[config.mk]
export PLATFORM = sky130hd
export DESIGN_NAME = sdq_ram
export DESIGN_NICKNAME = d
export VERILOG_FILES = /design/src/sdq_ram.sv
export SDC_FILE = /design/constraint.sdc
export NUM_CORES = 1
export LEC_CHECK = 0
export BUFFER_PORTS_ARGS = -buffer_cell sky130_fd_sc_hd__buf_4
export CORE_MARGIN = 2
export CORE_UTILIZATION = 56
export CTS_CLUSTER_DIAMETER = 50
export DETAILED_ROUTE_END_ITERATION = 12
export PLACE_DENSITY = 0.76
export SLEW_MARGIN = 0
export SYNTH_ARGS = -nofsm -noshare
export SYNTH_HDL_FRONTEND = slang
export SYNTH_SLANG_ARGS = --single-unit
[constraint.sdc]
create_clock -name clk -period 2.1 [get_ports clk]
set_input_delay 0.21 -clock clk [delete_from_list [all_inputs] [get_ports clk]]
set_output_delay 0.21 -clock clk [all_outputs]
set_load 0.01 [all_outputs]
[src/sdq_ram.sv]
// ----------------------------------------------------------------------------
// sdq_ram
// Generic single-write, single-read RAM with registered read data.
// ----------------------------------------------------------------------------
module sdq_ram #(
	parameter int WIDTH = 8,
	parameter int DEPTH = 64
) (
	input  logic                     clk,
	input  logic                     we,
	input  logic [$clog2(DEPTH)-1:0] waddr,
	input  logic [WIDTH-1:0]         wdata,
	input  logic                     re,
	input  logic [$clog2(DEPTH)-1:0] raddr,
	output logic [WIDTH-1:0]         rdata
);

	logic [WIDTH-1:0] mem [DEPTH];
	logic [WIDTH-1:0] rdata_q;

	always_ff @(posedge clk) begin
		if (we) begin
			mem[waddr] <= wdata;
		end
		if (re) begin
			rdata_q <= mem[raddr];   // holds when no read is issued
		end
	end

	assign rdata = rdata_q;

endmodule

==> summary.md <==
| Metric | Value |
|---|---|
| Die area | `about 38000 µm²` |
| DP Worst Slack | `-0.392 ns` |
| Clk buf depth | `3` |
| Vias in the first global route | `a little over 10000` |
| Comb pwr share | `0.053` |
| PD cells | `roughly 920 nW/µm²` |
| Post-synth EDFFs | `520` |
| DIE HEIGHT | `between 150 and 200 µm` |
| Clock Sinks | `between 500 and 600` |
| # diodes | `0` |
| Wire per inst | `27.6 µm` |
| Max-slew violation count | `0` |
| Status | `finished, final reports clean` |
| GRT Max-Usage Layer | `met2` |
| Core Area | `approximately 36000 µm²` |
| Highest ir drop seen on vdd | `0.569 mV` |
| Finish-stage setup viols | `0` |
| Vias | `10100` |
| Worst setup EP type | `flop` |
| GR Layer Usage met3 | `0.0391` |
| Synth cell types | `39` |
| Post-DP HPWL | `approximately 27 mm` |
| Layout area overhead | `15.6%` |
| Synth Instances | `940` |
| Share of power burned in registers | `0.537` |
| Worst setup margin | `between 0.01 and 0.015 ns` |
| Initial DRC count | `approximately 1400` |
| Top cell type's share of synthesized area | `0.771` |
| Skew final | `0.0133 ns` |
| Non-filler cells in the finished layout | `1593` |
| Postcts setup bufs | `0` |
| Htree depth | `2` |
| Leak | `between 7 and 8 nW` |
| WHS | `about 0.14 ns` |
| CP Class | `reg -> reg` |
| Synth Flop Type | `edfxtp_1` |
| Worst Path Max Fanout | `1` |
| Drt drc | `0` |
| Count of input and output buffers | `30` |
| Final core utilization | `0.658` |
| Die Wd | `between 150 and 200 µm` |
| TritonCTS clock tree | `done` |
| Final RePlAce weighted congestion | `~0.82` |
| Final min period | `2.09 ns` |
| Slowest cell on the critical path | `mux4_2` |
| Drt total wl | `around 44 mm` |
| Clock power frac | `0.410` |
| Clock root cell | `clkbuf_16` |
| Dpl cells | `between 1500 and 2000` |
| Met2 GRT Util | `0.380` |
| Sw Share | `0.202` |
| Hold WC Path Type | `in -> reg` |
| Synth Net Count | `~960` |
| Most common cell in the synthesized netlist | `edfxtp_1` |
| Design Power | `21.5 mW` |
| Avg Synthesized Cell Area | `~22 µm²` |
| NetSw | `between 4 and 5 mW` |
| Top cells by area, synth | `edfxtp_1 (77%), mux4_2 (14%), nor2_1 (1.5%)` |
| Synth warn | `0` |
| Initial Util | `0.569` |
| Highest Clock Rate | `between 400 and 500 MHz` |
| Top post-synthesis cells by count | `edfxtp_1 (520), mux4_2 (126), nor2_1 (83)` |
| Placed Area | `about 22000 µm²` |
| Setup_tns | `0 ns` |
| Final Instance Area | `23400 µm²` |
| CP required | `approximately 2.4 ns` |
| Relative slew margins | `0.517` |
| Standard-cell rows | `69` |
| Remaining antenna violation count | `0` |
| Total grt overflow | `0` |
| Critical path, cell by cell | `mux4_2 -> mux4_2 -> nor2_1 -> nor3_1 -> o2bb2ai_1` |
| Layout cells sized above 1 | `0.323` |
| Synth async-reset ratio | `0` |
| Fin. Hold Viols | `0` |
| Cts bufs inserted | `49` |
| Pin count of the biggest net entering global routing | `65` |
| IO Count | `31` |
| #FFs+latches synth | `520` |
| FILL cells | `2251` |
| Initial antenna violation count | `1` |
| Global Route Usage Sum | `0.237` |
| CP dominant cell by count | `mux4_2` |
| Final nets | `around 1100` |
| Worst Setup Start Kind | `flop` |
| Routing usage on met1 | `0.343` |
| Synth Cell Area | `20200 µm²` |
| First-pass GRT wire length | `roughly 66 mm` |
| Period utilization | `0.995` |
| Drt via density | `~6.3` |
| Measured slew at the worst slew-check pin | `0.725 ns` |
| Data arrival at the endpoint of the critical path | `approximately 2.4 ns` |
| First drt pass iteration count | `5` |
| P_int | `between 15 and 20 mW` |
| Cell taking the most area after synthesis | `edfxtp_1` |
| Clk Latency, worst-skew pair | `0.57 ns` |
| Worst-path clk slew | `~0.060 ns` |
| Max-cap violations | `0` |
| Sequential area share after synthesis | `0.771` |
| CP max stage delay | `~0.54 ns` |
-- worst paths after layout --
path | to | startpoint | slack (ns) | cells after the start
max | rdata[2]$_DFFE_PP_ | mem[11][2]$_DFFE_PP_ | 0.01 | 5
min | rdata[1]$_DFFE_PP_ | raddr[5] | 0.14 | 3
max reg2reg | rdata[2]$_DFFE_PP_ | mem[11][2]$_DFFE_PP_ | 0.01 | 5
min reg2reg | rdata[6]$_DFFE_PP_ | mem[26][6]$_DFFE_PP_ | 0.94 | 3
-- metal layers --
layer	share of wire	vias to the layer above
met3	0.086	64
met5	0	-
met4	0.022	0
li1	-	4249
met2	0.49	544
met1	0.40	5232
-- kinds of logic after synthesis --
family | count (synthesis) | share of synthesized area
simple gates | 153 | 0.0337
compound gates | 54 | 0.0206
flops | 520 | 0.771
mux | 162 | 0.159
buf+inv | 51 | 0.0156
-- sequential cells by signal (all words and copies together) (netlist names) --
register / flops
rdata: 8
mem: 512
-- timing repair --
item | CTS | global route
endpoints found under the setup margin | 1 | 2
pin swaps | 0 | 1
endpoints found under the hold margin | 8 | 0
hold buffers | 1 | 0
resized for setup | 2 | 3
-- cell type report --
| cell class | count | area [µm²] | area share |
|---|---|---|---|
| timing repair buffer | 155 | 1260 | 0.0539 |
| clock buffer | 61 | 1310 | 0.0562 |
| tap | 461 | 577 | 0.0247 |
| sequential | 520 | 15600 | 0.667 |
| clock inverter | 27 | 289 | 0.0124 |
| multi-input combinational | 369 | 4340 | 0.186 |
-- critical path: cells and delay by family, from the launching register on --
| family | cells | cell delay [ns] |
|---|---|---|
| AND/OR/NAND/NOR | 2 | 0.30 |
| AO/OA/AOI/OAI | 1 | 0.14 |
| multiplexers | 2 | 1.02 |
| flip-flops | 1 | 0.38 |
-- power groups by stage --
stage | combinational [mW] | clock (mW) | sequential (mW)
floorplan | 0.613 | 0 | 11.8
global placement | 1.10 | 0 | 11.8
detailed placement | 1.13 | 0 | 11.8
CTS | 1.14 | 8.93 | 11.5
global route | 1.21 | 9.33 | 11.5
finish | 1.14 | 8.81 | 11.5
-- cells in the final DEF, fill, tap and decap left out, types with 6 or more instances in the layout --
master	n
nor2b_1	14
nand3_1	13
mux4_2	126
buf_4	146
mux2_2	12
buf_12	7
clkbuf_1	10
nand2_1	19
edfxtp_1	520
nor2_1	83
bufinv_16	6
clkinv_1	10
mux2i_1	23
o221ai_1	8
clkbuf_16	51
nand2b_1	7
clkinv_2	7
o22ai_1	8
Power figures use the tool's default switching activity.
